**src/hdl/wamin_pkg.sv**
```systemverilog
// Package for the windowed average / running minimum block.
// Holds widths, command codes, the queue item type and the config write type.
// No dependencies.
package wamin_pkg;

  // Sizes
  localparam int RING_DEPTH  = 12;
  localparam int MAX_SAMPLES = 4095;
  localparam int PRESSURE_W  = 16;
  localparam int CYL_W       = 4;
  localparam int CNT_W       = 12;
  localparam int SUM_W       = CNT_W + PRESSURE_W;
  localparam int CMD_W       = 2;
  localparam int LEN_W       = $clog2(RING_DEPTH + 1);
  localparam int RIDX_W      = $clog2(RING_DEPTH);
  localparam int QUEUE_DEPTH = 2;
  localparam int QPTR_W      = $clog2(QUEUE_DEPTH);
  localparam int DIV_STEPS   = PRESSURE_W;
  localparam int DIV_CNT_W   = $clog2(DIV_STEPS);

  localparam logic [PRESSURE_W-1:0] PRESSURE_MAX = {PRESSURE_W{1'b1}};

  // Configuration port
  localparam int CFG_ADDR_W = 3;
  localparam int CFG_DATA_W = 32;
  localparam logic REG_BUFFER_LENGTH = 1'b0;  // word address of buffer_length

  // Input command codes
  localparam logic [CMD_W-1:0] CMD_START  = 2'd0;
  localparam logic [CMD_W-1:0] CMD_SAMPLE = 2'd1;
  localparam logic [CMD_W-1:0] CMD_STOP   = 2'd2;

  // Decoded operation carried through the queue
  typedef enum logic [1:0] {
    OP_START,
    OP_SAMPLE,
    OP_STOP
  } wamin_op_t;

  typedef struct packed {
    wamin_op_t             op;
    logic [CYL_W-1:0]      cylinder;
    logic [PRESSURE_W-1:0] pressure;
  } wamin_item_t;

  typedef struct packed {
    logic             en;
    logic [LEN_W-1:0] value;
  } wamin_cfg_wr_t;

endpackage

```
**src/hdl/wamin_if.sv**
```systemverilog
// Channel interfaces for the windowed average block: input and result beats.
// Depends on wamin_pkg for field widths.
interface wamin_in_if;
  logic                            valid;
  logic                            ready;
  logic [wamin_pkg::CMD_W-1:0]     cmd;
  logic [wamin_pkg::CYL_W-1:0]     cylinder;
  logic [wamin_pkg::PRESSURE_W-1:0] sample_pressure;

  modport source (output valid, cmd, cylinder, sample_pressure, input ready);
  modport sink   (input valid, cmd, cylinder, sample_pressure, output ready);
endinterface

interface wamin_out_if;
  logic                             valid;
  logic                             ready;
  logic [wamin_pkg::PRESSURE_W-1:0] average_pressure;
  logic [wamin_pkg::PRESSURE_W-1:0] min_pressure;
  logic [wamin_pkg::CYL_W-1:0]      cylinder_out;
  logic [wamin_pkg::CNT_W-1:0]      sample_count;
  logic                             status;

  modport source (output valid, average_pressure, min_pressure, cylinder_out,
                  sample_count, status, input ready);
  modport sink   (input valid, average_pressure, min_pressure, cylinder_out,
                  sample_count, status, output ready);
endinterface

```
**src/hdl/windowed_average_running_min.sv**
```systemverilog
// Windowed average with running minimum. A start beat opens a window for a
// cylinder, sample beats accumulate pressure, and a stop beat yields one result
// beat with the truncated average, the minimum over the last buffer_length
// averages, the cylinder and the sample count (status 1 when no samples came).
// The back end takes start and sample beats straight from its idle state; beats with an
// unknown command code are dropped at decode and never reach it. A stop with
// samples is popped, runs through the bit-serial divider, writes the ring,
// scans buffer_length entries for the minimum over the single ring read port
// and loads the output register; a stop on an empty window goes straight to
// loading the output register. A decode stage and a two-entry
// queue let the input side keep taking beats while a stop is worked off or a
// result waits. buffer_length sits at byte address 0 of the APB-style port.
module windowed_average_running_min (
  input  logic                               clk,
  input  logic                               rst_n,
  wamin_in_if.sink                           in_ch,
  wamin_out_if.source                        out_ch,
  input  logic                               psel,
  input  logic                               penable,
  input  logic                               pwrite,
  input  logic [wamin_pkg::CFG_ADDR_W-1:0]   paddr,
  input  logic [wamin_pkg::CFG_DATA_W-1:0]   pwdata,
  output logic [wamin_pkg::CFG_DATA_W-1:0]   prdata,
  output logic                               pready
);

  logic                              push, push_ready;
  wamin_pkg::wamin_item_t            push_item;
  logic                              q_valid, q_pop;
  wamin_pkg::wamin_item_t            q_item;
  wamin_pkg::wamin_cfg_wr_t          cfg_wr;
  logic [wamin_pkg::LEN_W-1:0]       buffer_length;
  logic                              sel_len;

  // Register decode on the word address
  assign pready       = 1'b1;
  assign sel_len      = paddr[2] == wamin_pkg::REG_BUFFER_LENGTH;
  assign cfg_wr.en    = psel && penable && pwrite && pready && sel_len;
  assign cfg_wr.value = pwdata[wamin_pkg::LEN_W-1:0];
  assign prdata       = sel_len ? wamin_pkg::CFG_DATA_W'(buffer_length) : '0;

  wamin_front u_front (
    .clk        (clk),
    .rst_n      (rst_n),
    .in_ch      (in_ch),
    .push       (push),
    .push_item  (push_item),
    .push_ready (push_ready)
  );

  wamin_queue u_queue (
    .clk        (clk),
    .rst_n      (rst_n),
    .push       (push),
    .push_item  (push_item),
    .push_ready (push_ready),
    .pop_valid  (q_valid),
    .pop_item   (q_item),
    .pop        (q_pop)
  );

  wamin_back u_back (
    .clk           (clk),
    .rst_n         (rst_n),
    .q_valid       (q_valid),
    .q_item        (q_item),
    .q_pop         (q_pop),
    .cfg_wr        (cfg_wr),
    .buffer_length (buffer_length),
    .out_ch        (out_ch)
  );

endmodule

```
**src/hdl/wamin_front.sv**
```systemverilog
// Front end: accepts input beats, decodes the command and drops unknown codes.
// Depends on wamin_pkg and wamin_in_if.
module wamin_front (
  input  logic                   clk,
  input  logic                   rst_n,
  wamin_in_if.sink               in_ch,
  output logic                   push,
  output wamin_pkg::wamin_item_t push_item,
  input  logic                   push_ready
);

  logic                   stage_v_r, stage_v_nxt;
  wamin_pkg::wamin_item_t stage_item_r, stage_item_nxt;
  logic                   accept;
  logic                   known;
  wamin_pkg::wamin_op_t   op;

  assign in_ch.ready = !stage_v_r || push_ready;
  assign accept      = in_ch.valid && in_ch.ready;
  assign push        = stage_v_r;
  assign push_item   = stage_item_r;

  // Decode the command code
  always_comb begin
    known = 1'b1;
    op    = wamin_pkg::OP_START;
    unique case (in_ch.cmd)
      wamin_pkg::CMD_START:  op = wamin_pkg::OP_START;
      wamin_pkg::CMD_SAMPLE: op = wamin_pkg::OP_SAMPLE;
      wamin_pkg::CMD_STOP:   op = wamin_pkg::OP_STOP;
      default:               known = 1'b0;
    endcase
  end

  // Hold one decoded beat until the queue takes it
  always_comb begin
    stage_v_nxt    = stage_v_r && !push_ready;
    stage_item_nxt = stage_item_r;
    if (accept) begin
      stage_v_nxt             = known;
      stage_item_nxt.op       = op;
      stage_item_nxt.cylinder = in_ch.cylinder;
      stage_item_nxt.pressure = in_ch.sample_pressure;
    end
  end

  always_ff @(posedge clk) begin
    if (!rst_n) begin
      stage_v_r <= 1'b0;
    end else begin
      stage_v_r <= stage_v_nxt;
    end
    stage_item_r <= stage_item_nxt;
  end

endmodule

```
**src/hdl/wamin_queue.sv**
```systemverilog
// Short queue between the front end and the back end.
// Depends on wamin_pkg.
module wamin_queue (
  input  logic                   clk,
  input  logic                   rst_n,
  input  logic                   push,
  input  wamin_pkg::wamin_item_t push_item,
  output logic                   push_ready,
  output logic                   pop_valid,
  output wamin_pkg::wamin_item_t pop_item,
  input  logic                   pop
);

  wamin_pkg::wamin_item_t             entry_r [wamin_pkg::QUEUE_DEPTH];
  logic [wamin_pkg::QPTR_W-1:0]       wr_ptr_r, wr_ptr_nxt;
  logic [wamin_pkg::QPTR_W-1:0]       rd_ptr_r, rd_ptr_nxt;
  logic [wamin_pkg::QPTR_W:0]         fill_r, fill_nxt;
  logic                               do_push, do_pop;

  assign push_ready = fill_r != (wamin_pkg::QPTR_W+1)'(wamin_pkg::QUEUE_DEPTH);
  assign pop_valid  = fill_r != '0;
  assign pop_item   = entry_r[rd_ptr_r];
  assign do_push    = push && push_ready;
  assign do_pop     = pop && pop_valid;

  // Advance pointers and fill level
  always_comb begin
    wr_ptr_nxt = wr_ptr_r;
    rd_ptr_nxt = rd_ptr_r;
    fill_nxt   = fill_r;
    if (do_push) begin
      wr_ptr_nxt = (wr_ptr_r == wamin_pkg::QPTR_W'(wamin_pkg::QUEUE_DEPTH - 1)) ?
                   '0 : wr_ptr_r + 1'b1;
    end
    if (do_pop) begin
      rd_ptr_nxt = (rd_ptr_r == wamin_pkg::QPTR_W'(wamin_pkg::QUEUE_DEPTH - 1)) ?
                   '0 : rd_ptr_r + 1'b1;
    end
    if (do_push && !do_pop) begin
      fill_nxt = fill_r + 1'b1;
    end else if (do_pop && !do_push) begin
      fill_nxt = fill_r - 1'b1;
    end
  end

  always_ff @(posedge clk) begin
    if (!rst_n) begin
      wr_ptr_r <= '0;
      rd_ptr_r <= '0;
      fill_r   <= '0;
    end else begin
      wr_ptr_r <= wr_ptr_nxt;
      rd_ptr_r <= rd_ptr_nxt;
      fill_r   <= fill_nxt;
    end
  end

  // Store entries
  always_ff @(posedge clk) begin
    if (do_push) begin
      entry_r[wr_ptr_r] <= push_item;
    end
  end

endmodule

```
**src/hdl/wamin_back.sv**
```systemverilog
// Back end: window accumulation, serial divider, average ring and minimum scan.
// Depends on wamin_pkg and wamin_out_if.
module wamin_back (
  input  logic                     clk,
  input  logic                     rst_n,
  input  logic                     q_valid,
  input  wamin_pkg::wamin_item_t   q_item,
  output logic                     q_pop,
  input  wamin_pkg::wamin_cfg_wr_t cfg_wr,
  output logic [wamin_pkg::LEN_W-1:0] buffer_length,
  wamin_out_if.source              out_ch
);

  typedef enum logic [2:0] {
    ST_IDLE,
    ST_DIV,
    ST_RING,
    ST_SCAN,
    ST_EMIT
  } state_t;

  localparam int PW = wamin_pkg::PRESSURE_W;
  localparam int CW = wamin_pkg::CNT_W;
  localparam int SW = wamin_pkg::SUM_W;
  localparam int LW = wamin_pkg::LEN_W;
  localparam int RW = wamin_pkg::RIDX_W;
  localparam int DW = wamin_pkg::DIV_CNT_W;

  state_t                 state_r, state_nxt;
  logic                   open_r, open_nxt;
  logic [SW-1:0]          sum_r, sum_nxt;
  logic [CW-1:0]          cnt_r, cnt_nxt;
  logic [wamin_pkg::CYL_W-1:0] cyl_r, cyl_nxt;
  logic                   empty_r, empty_nxt;
  logic [CW-1:0]          rem_r, rem_nxt;
  logic [PW-1:0]          quo_r, quo_nxt;
  logic [DW-1:0]          step_r, step_nxt;
  logic [RW-1:0]          ridx_r, ridx_nxt;
  logic [RW-1:0]          scan_r, scan_nxt;
  logic [PW-1:0]          min_r, min_nxt;
  logic [LW-1:0]          len_r, len_nxt;
  logic                   out_v_r, out_v_nxt;
  logic [PW-1:0]          out_avg_r, out_avg_nxt;
  logic [PW-1:0]          out_min_r, out_min_nxt;
  logic [wamin_pkg::CYL_W-1:0] out_cyl_r, out_cyl_nxt;
  logic [CW-1:0]          out_cnt_r, out_cnt_nxt;
  logic                   out_st_r, out_st_nxt;

  logic [PW-1:0]          ring_r [wamin_pkg::RING_DEPTH];

  logic [CW:0]            trial;
  logic [CW:0]            diff;
  logic                   fits;
  logic [LW-1:0]          ridx_inc;
  logic [LW-1:0]          len_clamp;
  logic [PW-1:0]          ring_rd;
  logic                   out_free;

  assign buffer_length = len_r;

  assign out_ch.valid            = out_v_r;
  assign out_ch.average_pressure = out_avg_r;
  assign out_ch.min_pressure     = out_min_r;
  assign out_ch.cylinder_out     = out_cyl_r;
  assign out_ch.sample_count     = out_cnt_r;
  assign out_ch.status           = out_st_r;

  // One restoring division step: shift in the next dividend bit, try subtract
  assign trial = {rem_r, quo_r[PW-1]};
  assign fits  = trial >= {1'b0, cnt_r};
  assign diff  = trial - {1'b0, cnt_r};

  assign ridx_inc = LW'(ridx_r) + 1'b1;
  assign ring_rd  = ring_r[scan_r];
  assign out_free = !out_v_r || out_ch.ready;
  assign q_pop    = (state_r == ST_IDLE) && q_valid;

  // Clamp a written ring length to the supported range
  always_comb begin
    len_clamp = cfg_wr.value;
    if (cfg_wr.value == '0) begin
      len_clamp = LW'(1);
    end else if (cfg_wr.value > LW'(wamin_pkg::RING_DEPTH)) begin
      len_clamp = LW'(wamin_pkg::RING_DEPTH);
    end
  end

  // Sequencer for window commands and the stop report
  always_comb begin
    state_nxt   = state_r;
    open_nxt    = open_r;
    sum_nxt     = sum_r;
    cnt_nxt     = cnt_r;
    cyl_nxt     = cyl_r;
    empty_nxt   = empty_r;
    rem_nxt     = rem_r;
    quo_nxt     = quo_r;
    step_nxt    = step_r;
    ridx_nxt    = ridx_r;
    scan_nxt    = scan_r;
    min_nxt     = min_r;
    len_nxt     = len_r;
    out_v_nxt   = out_v_r && !out_ch.ready;
    out_avg_nxt = out_avg_r;
    out_min_nxt = out_min_r;
    out_cyl_nxt = out_cyl_r;
    out_cnt_nxt = out_cnt_r;
    out_st_nxt  = out_st_r;

    unique case (state_r)
      ST_IDLE: begin
        if (q_valid) begin
          unique case (q_item.op)
            wamin_pkg::OP_START: begin
              sum_nxt  = '0;
              cnt_nxt  = '0;
              open_nxt = 1'b1;
              cyl_nxt  = q_item.cylinder;
            end
            wamin_pkg::OP_SAMPLE: begin
              // Drop samples while closed or once the count saturates
              if (open_r && cnt_r < CW'(wamin_pkg::MAX_SAMPLES)) begin
                cnt_nxt = cnt_r + 1'b1;
                sum_nxt = sum_r + SW'(q_item.pressure);
              end
            end
            wamin_pkg::OP_STOP: begin
              open_nxt = 1'b0;
              if (cnt_r == '0) begin
                empty_nxt = 1'b1;
                state_nxt = ST_EMIT;
              end else begin
                // Quotient fits 16 bits, so the top bits seed the remainder
                empty_nxt = 1'b0;
                rem_nxt   = sum_r[SW-1 -: CW];
                quo_nxt   = sum_r[PW-1:0];
                step_nxt  = '0;
                state_nxt = ST_DIV;
              end
            end
            default: begin
            end
          endcase
        end
      end
      ST_DIV: begin
        rem_nxt  = fits ? diff[CW-1:0] : trial[CW-1:0];
        quo_nxt  = {quo_r[PW-2:0], fits};
        step_nxt = step_r + 1'b1;
        if (step_r == DW'(wamin_pkg::DIV_STEPS - 1)) begin
          state_nxt = ST_RING;
        end
      end
      ST_RING: begin
        // Ring write happens in the storage block; advance the index here
        ridx_nxt  = (ridx_inc >= len_r) ? '0 : ridx_inc[RW-1:0];
        scan_nxt  = '0;
        min_nxt   = wamin_pkg::PRESSURE_MAX;
        state_nxt = ST_SCAN;
      end
      ST_SCAN: begin
        min_nxt  = (ring_rd < min_r) ? ring_rd : min_r;
        scan_nxt = scan_r + 1'b1;
        if (LW'(scan_r) == len_r - 1'b1) begin
          state_nxt = ST_EMIT;
        end
      end
      ST_EMIT: begin
        if (out_free) begin
          out_v_nxt   = 1'b1;
          out_avg_nxt = empty_r ? '0 : quo_r;
          out_min_nxt = empty_r ? '0 : min_r;
          out_cyl_nxt = cyl_r;
          out_cnt_nxt = empty_r ? '0 : cnt_r;
          out_st_nxt  = empty_r;
          state_nxt   = ST_IDLE;
        end
      end
      default: state_nxt = ST_IDLE;
    endcase

    // Length write restarts the ring
    if (cfg_wr.en) begin
      len_nxt  = len_clamp;
      ridx_nxt = '0;
    end
  end

  always_ff @(posedge clk) begin
    if (!rst_n) begin
      state_r <= ST_IDLE;
      open_r  <= 1'b0;
      sum_r   <= '0;
      cnt_r   <= '0;
      cyl_r   <= '0;
      ridx_r  <= '0;
      len_r   <= LW'(1);
      out_v_r <= 1'b0;
    end else begin
      state_r <= state_nxt;
      open_r  <= open_nxt;
      sum_r   <= sum_nxt;
      cnt_r   <= cnt_nxt;
      cyl_r   <= cyl_nxt;
      ridx_r  <= ridx_nxt;
      len_r   <= len_nxt;
      out_v_r <= out_v_nxt;
    end
    empty_r   <= empty_nxt;
    rem_r     <= rem_nxt;
    quo_r     <= quo_nxt;
    step_r    <= step_nxt;
    scan_r    <= scan_nxt;
    min_r     <= min_nxt;
    out_avg_r <= out_avg_nxt;
    out_min_r <= out_min_nxt;
    out_cyl_r <= out_cyl_nxt;
    out_cnt_r <= out_cnt_nxt;
    out_st_r  <= out_st_nxt;
  end

  // Average ring: reset, and length writes below len_clamp, fill with max value
  always_ff @(posedge clk) begin
    if (!rst_n) begin
      for (int i = 0; i < wamin_pkg::RING_DEPTH; i++) begin
        ring_r[i] <= wamin_pkg::PRESSURE_MAX;
      end
    end else if (cfg_wr.en) begin
      for (int i = 0; i < wamin_pkg::RING_DEPTH; i++) begin
        if (LW'(i) < len_clamp) begin
          ring_r[i] <= wamin_pkg::PRESSURE_MAX;
        end
      end
    end else if (state_r == ST_RING) begin
      ring_r[ridx_r] <= quo_r;
    end
  end

endmodule
```
**src/flat_wrapper.sv**
```systemverilog
// flat-port wrapper written by rule: the top's interface ports become plain ports
module windowed_average_running_min_flat 
  (clk, rst_n, psel, penable, pwrite, paddr, pwdata, prdata, pready, in_ch_valid, in_ch_cmd, in_ch_cylinder, in_ch_sample_pressure, in_ch_ready, out_ch_valid, out_ch_average_pressure, out_ch_min_pressure, out_ch_cylinder_out, out_ch_sample_count, out_ch_status, out_ch_ready);
  wamin_in_if in_ch_i ();
  wamin_out_if out_ch_i ();
  input  logic clk;
  input  logic rst_n;
  input  logic psel;
  input  logic penable;
  input  logic pwrite;
  input  logic [wamin_pkg::CFG_ADDR_W-1:0] paddr;
  input  logic [wamin_pkg::CFG_DATA_W-1:0] pwdata;
  output logic [wamin_pkg::CFG_DATA_W-1:0] prdata;
  output logic pready;
  input wire logic [$bits(in_ch_i.valid)-1:0] in_ch_valid;
  input wire logic [$bits(in_ch_i.cmd)-1:0] in_ch_cmd;
  input wire logic [$bits(in_ch_i.cylinder)-1:0] in_ch_cylinder;
  input wire logic [$bits(in_ch_i.sample_pressure)-1:0] in_ch_sample_pressure;
  output wire logic [$bits(in_ch_i.ready)-1:0] in_ch_ready;
  output wire logic [$bits(out_ch_i.valid)-1:0] out_ch_valid;
  output wire logic [$bits(out_ch_i.average_pressure)-1:0] out_ch_average_pressure;
  output wire logic [$bits(out_ch_i.min_pressure)-1:0] out_ch_min_pressure;
  output wire logic [$bits(out_ch_i.cylinder_out)-1:0] out_ch_cylinder_out;
  output wire logic [$bits(out_ch_i.sample_count)-1:0] out_ch_sample_count;
  output wire logic [$bits(out_ch_i.status)-1:0] out_ch_status;
  input wire logic [$bits(out_ch_i.ready)-1:0] out_ch_ready;
  assign in_ch_i.valid = in_ch_valid;
  assign in_ch_i.cmd = in_ch_cmd;
  assign in_ch_i.cylinder = in_ch_cylinder;
  assign in_ch_i.sample_pressure = in_ch_sample_pressure;
  assign in_ch_ready = in_ch_i.ready;
  assign out_ch_valid = out_ch_i.valid;
  assign out_ch_average_pressure = out_ch_i.average_pressure;
  assign out_ch_min_pressure = out_ch_i.min_pressure;
  assign out_ch_cylinder_out = out_ch_i.cylinder_out;
  assign out_ch_sample_count = out_ch_i.sample_count;
  assign out_ch_status = out_ch_i.status;
  assign out_ch_i.ready = out_ch_ready;
  windowed_average_running_min u_core (.clk(clk), .rst_n(rst_n), .in_ch(in_ch_i), .out_ch(out_ch_i), .psel(psel), .penable(penable), .pwrite(pwrite), .paddr(paddr), .pwdata(pwdata), .prdata(prdata), .pready(pready));
endmodule
```
**config.mk**
```make
export PLATFORM = sky130hd
export DESIGN_NAME = windowed_average_running_min_flat
export DESIGN_NICKNAME = d
export VERILOG_FILES = /design/src/hdl/wamin_pkg.sv /design/src/hdl/wamin_if.sv /design/src/hdl/windowed_average_running_min.sv /design/src/hdl/wamin_front.sv /design/src/hdl/wamin_queue.sv /design/src/hdl/wamin_back.sv /design/src/flat_wrapper.sv
export SDC_FILE = /design/constraint.sdc
export NUM_CORES = 1
export LEC_CHECK = 0
export ABC_CLOCK_PERIOD_IN_PS = 10500
export BUFFER_PORTS_ARGS = -buffer_cell sky130_fd_sc_hd__clkbuf_2
export CAP_MARGIN = 25
export CORE_MARGIN = 8
export CORE_UTILIZATION = 45
export CTS_BUF_LIST = sky130_fd_sc_hd__clkbuf_8 sky130_fd_sc_hd__clkbuf_16
export CTS_CLUSTER_DIAMETER = 40
export DETAILED_ROUTE_END_ITERATION = 7
export SLEW_MARGIN = 20
export SYNTH_ARGS = -nofsm -noshare
export SYNTH_HDL_FRONTEND = slang
export SYNTH_SLANG_ARGS = --single-unit
```
**constraint.sdc**
```tcl
create_clock -name clk -period 10.5 [get_ports clk]
set_clock_uncertainty 0.15 [all_clocks]
set_input_delay 0 -clock clk [delete_from_list [all_inputs] [get_ports clk]]
set_output_delay 0 -clock clk [all_outputs]
set_load 0.03 [all_outputs]
```
* Word-level counts from Yosys, hierarchy flattened
Memory sizes are Yosys's and may differ from the RTL's. A register that Yosys moved wholly into a read port is not among the register bits. Index checks and enable logic that the tools add are counted.
Cells by class: add/subtract/negate cells 11, order comparisons 17, equality and inequality tests 19, muxes and demuxes 115, bitwise operators 14, reductions and logical operators 42
Operators with widths (count):
- 16-bit two-way mux | 17
- 1-bit two-way mux | 65
- 16-bit case mux with 2 select lines | 2
- 12-bit two-way mux | 5
- 28-bit case mux with 2 select lines | 1
- 12-bit case mux with 2 select lines | 2
- 4-bit two-way mux | 9
- 28-bit by 16-bit adder with 28-bit output | 1
- 28-bit two-way mux | 1
- 3-bit two-way mux | 6
- 16-bit less-than comparator | 1
- 3-bit by 4-bit less-than comparator with 1-bit output (first input constant) | 4
- 4-bit less-than comparator (first input constant) | 4
- 2-bit != test (second input constant) | 8
- 4-bit case mux with 2 select lines | 2
- 16-bit OR reduction | 1
- 3-bit case mux with 5 select lines | 1
- 13-bit by 12-bit >= comparator with 1-bit output | 1
- 12-bit by 1-bit adder with 12-bit output (second input constant) | 1
- 4-bit by 1-bit adder with 4-bit output (second input constant) | 3
- 1-bit logical AND | 12
- 12-bit zero test | 1
- 12-bit less-than comparator (second input constant) | 1
- 1-bit bitwise OR | 12
- 33 further kinds | 57
Word-level totals: flip-flop bits (word level) 186, RAM bits 236, bits of input ports 64, output and inout bits 84, word-level logic and storage cells 246, memories 2
Memories:
- u_core.u_back.ring_r | words 12, bits a word 16, read ports 1, clocked after memory_dff 1, write ports 12, RTL line wamin_back.sv:49 | logic [PW-1:0] ring_r [wamin_pkg::RING_DEPTH];
- u_core.u_queue.entry_r | words 2, bits a word 22, read ports 1, clocked after memory_dff 1, write ports 1, RTL line wamin_queue.sv:14 | wamin_pkg::wamin_item_t entry_r [wamin_pkg::QUEUE_DEPTH];

* Logic depth before layout (Yosys ltp)
depth after elaboration 10, gate-level depth with buffers 12

* Cells and area by module
A second synthesis with hierarchy kept.
Second synthesis, totals: cells, all modules 1623, area, all modules 22477.8 um^2
By module, submodules not included:
- wamin_back | times used 1, cells each 1466, area each 19658.9 um^2, seq. area each 11971.5 um^2
- wamin_queue | times used 1, cells each 92, area each 1821.7 um^2, seq. area each 1421.4 um^2
- wamin_front | times used 1, cells each 29, area each 726.9 um^2, seq. area each 680.7 um^2
- windowed_average_running_min | times used 1, cells each 36, area each 270.3 um^2, seq. area each 0.0 um^2

* Worst setup path before layout
No wires, ideal clock.
path kind flip-flop to flip-flop, from reg u_core.u_back.cnt_r[1], to reg u_core.u_back.quo_r[0] (enable), setup time 0.511 ns, data arrival time 4.209 ns, path slack 5.630 ns, stages on the path, launching flop included 6, buffers on the path 0, period minus slack after synthesis 4.870 ns, cells stage by stage dfxtp_1 -> inv_1 -> ha_1 -> nand4_1 -> nor4_1 -> o41ai_1
Between the ends: word-level cells in the longest chain between the ends 3
RTL lines:
- from (decl) | RTL line wamin_back.sv:32 | logic [CW-1:0] cnt_r, cnt_nxt;
- from (signal assigned) | RTL line wamin_back.sv:203 | cnt_r <= cnt_nxt;
- 12-bit zero test | RTL line wamin_back.sv:129 | if (cnt_r == '0) begin
- 2-bit != test (no line)
- 4-bit AND reduction (no line)
- to (signal assigned) | RTL line wamin_back.sv:211 | quo_r <= quo_nxt;
- to (decl) | RTL line wamin_back.sv:36 | logic [PW-1:0] quo_r, quo_nxt;
No other way between the ends. A chain may end at the register's enable or synchronous reset.

==> metrics.txt <==
upper clock frequency limit=0.202 GHz; Initial Util=0.452; Final GP Congestion=approximately 0.85; vias in the first global route=between 10000 and 15000; Area growth, synth to finish=19.0%; Hold Violations, Final=0; status=completed; # Max-Cap Violations=0; setup TNS=0 ps; top cell type by total area after synthesis=edfxtp_1; fillers=roughly 4000; CP startpoint kind=flip-flop; total power=~5.7 mW; largest net degree at the start of global routing=~70; fin cells=roughly 2500; Final nets=between 1500 and 2000; Buffers on Ports=88; crit-path cells=buf_4 > mux4_2 > mux4_2 > ha_1 > a21boi_1 > a2111oi_0 > o31ai_1 > a211oi_2 > buf_4; vias=around 14000; Largest delay share family, worst path=compound AO/OA/AOI/OAI gates; drt wl/cell=roughly 22 um; Post-Syn Area=roughly 22000 um2; DP HPWL=roughly 33000 um; TritonCTS buffer count=74; n_diodes=0; hold slack final=between 15 and 20 ps; Routed WL=approximately 54000 um; DRC viols=0; Syn Inst Count=1626; Die Width=roughly 240 um; Max-slew headroom=0.302; Avg Cell Area, Syn=about 14 um2; DP Worst Slack=between 5000 and 6000 ps; clock root buffer=clkbuf_16; first-pass GRT wire length=roughly 82000 um; Worst VDD drop=roughly 0.00016 V; Req. time, crit path=between 10000 and 15000 ps; period utilisation layout=0.472; overall routing resource usage=0.188; Overflow after GRT=0; CTS Buffer Depth=3; final setup vio count=0; layout cells sized above 1=0.204; minimum clock period=a little under 5000 ps; max-slew violations=0; #FFs+latches synth=about 490; worst min-delay path class=in2reg; asr flop ratio synth=0; via density per instance=approximately 5.5; Site Rows=82; Crit path largest cell delay=760 ps; Worst Path Arrival=just over 5000 ps; die area=around 57000 um2; Yosys cell types=70; RSZ-0062 raised after global routing=false; core box area=about 50000 um2; pwr dens=~210 nW/um2; 1st-iter DRT viols=889; CP max FO=38; drt pass-1 iters=6; fin worst setup slack=roughly 5500 ps; Post-synth EDFFs=around 420; most frequent cells in the layout=424 x edfxtp_1, 134 x or3_1, 108 x nand2_1; clock-pin slew on the worst setup and hold paths=~60 ps; post-synth top area share=0.566; Critical-path top delay cell=buf_4; CTS tree=built; Die Y=approximately 240 um; P_leak=between 8 and 9 nW; commonest non-fill, non-tap cell in the layout=edfxtp_1; worst path buffer plus inverter count=2; ys flop type=edfxtp_1; Tightest Pin Transition=between 1000 and 1500 ps; top cells by area, synth=edfxtp_1 57%, mux4_2 7.9%, dfxtp_1 6.0%, or3_1 3.7%, ha_1 3.2%; Final ANT Viol Nets=0; initial antenna violation count=1; clock latency on the worst-skew pair=around 600 ps; TritonCTS Sinks=491; Ports=148; Ys Warns=0; # H-tree levels=3; endpoint type of the worst setup path=flip-flop; sequential fraction of the synthesis area=0.626; critical setup path kind=reg2reg; DP Cell Count=between 2000 and 2500
[synth_stat cells (all sizes together) (7+ instances only)]
master  number
edfxtp     424
a211oi       7
and3        11
mux2i       18
nor2b       26
clkbuf      82
nand3       21
or3        134
nand4       15
o21ai       33
inv         47
and2        12
nor2        93
a21o        17
buf         47
xor2        15
mux4        79
nand2      112
nor4        11
ha          57
nor3        21
a21oi       30
a21boi      18
mux2        22
nand2b      84
o21a        10
dfxtp       67
xnor2       32
[metal layers]
layer | routed length [um] | global-route usage | up-vias
met4 | 1290 | 0.0588 | 0
li1 | - | - | 6388
met1 | 22700 | 0.237 | 6853
met5 | 0 | 0 | -
met2 | 27500 | 0.326 | 377
met3 | 2830 | 0.0351 | 100
[cell families after synthesis]
kind of cell / synth area share
and+or+nand+nor: 0.133
DFF: 0.626
AOI/OAI and AO/OA: 0.0554
buffers and inverters: 0.0354
muxes: 0.0983
adders and majority gates: 0.0335
xor gates and xnor gates: 0.0183
other: 0.000334
[path summary, 6_finish.rpt]
path / from / endpoint / slack [ps] / cells past startpoint
setup / recovery: flip-flop / u_core.u_back.min_r[5]$_SDFFCE_PN1P_ / 5550 / 9
hold / removal: pwrite / u_core.u_back.buffer_length[3]$_SDFFE_PN0P_ / 20 / 4
setup reg to reg: flip-flop / u_core.u_back.min_r[5]$_SDFFCE_PN1P_ / 5550 / 9
hold reg to reg: u_core.u_back.cyl_r[3]$_SDFFE_PN0P_ / u_core.u_back.out_ch.cylinder_out[3]$_DFFE_PP_ / 290 / 0
[flip-flops by register name (all words and copies together) (netlist names), 2 cells and up, named ones only]
name and count:
u_core.u_back.out_ch.sample_count 12, u_core.u_back.ridx_r 4, u_core.u_back.state_r 3, u_core.u_back.buffer_length 4, u_core.u_back.scan_r 4, u_core.u_back.cyl_r 4
u_core.u_back.cnt_r 12, u_core.u_back.sum_r 28, u_core.u_back.out_ch.cylinder_out 4, u_core.u_back.out_ch.average_pressure 16, u_core.u_back.out_ch.min_pressure 16, u_core.u_back.step_r 4
u_core.u_queue.fill_r 2, u_core.u_back.quo_r 16, u_core.u_back.rem_r 12, u_core.u_back.min_r 16, u_core.u_front.push_item 22, u_core.u_back.ring_r 256
u_core.u_queue.entry_r 44
[area by class of cell]
type	count	area [um2]	share of cell area
clock inverters	56	537	0.0201
well taps	672	841	0.0314
multi-input cells	986	7880	0.294
inverters	47	176	0.00659
repair buffers	174	1250	0.0467
flip-flops and latches	491	14100	0.526
clock buffers	80	2000	0.0748
[through the flow]
stage,utilization,area (um2)
2_1_floorplan,-,22600
3_3_place_gp,0.474,23600
3_5_place_dp,0.474,23600
4_1_cts,0.537,26700
5_1_grt,0.538,26800
6_report,0.538,26800
[timing repair]
action / 4_1_cts / 5_1_grt
buffers inserted: 0 / 0
hold buffers: 59 / 0
endpoints found under the hold margin: 62 / 0
setup endpoints to repair: 0 / 0
resized for setup: 0 / 0
[where the power goes]
group          switching (mW)  total, mW  internal (mW)
clock                   0.905       2.49           1.58
sequential              0.124       2.40           2.28
combinational           0.516      0.822          0.306
[worst min-delay path, delay by kind of cell]
kind            cells  cell delay [ps]
simple gates        2              470
buf+inv             1               90
compound gates      1              150
No activity file was read; power rests on OpenSTA's default activity.
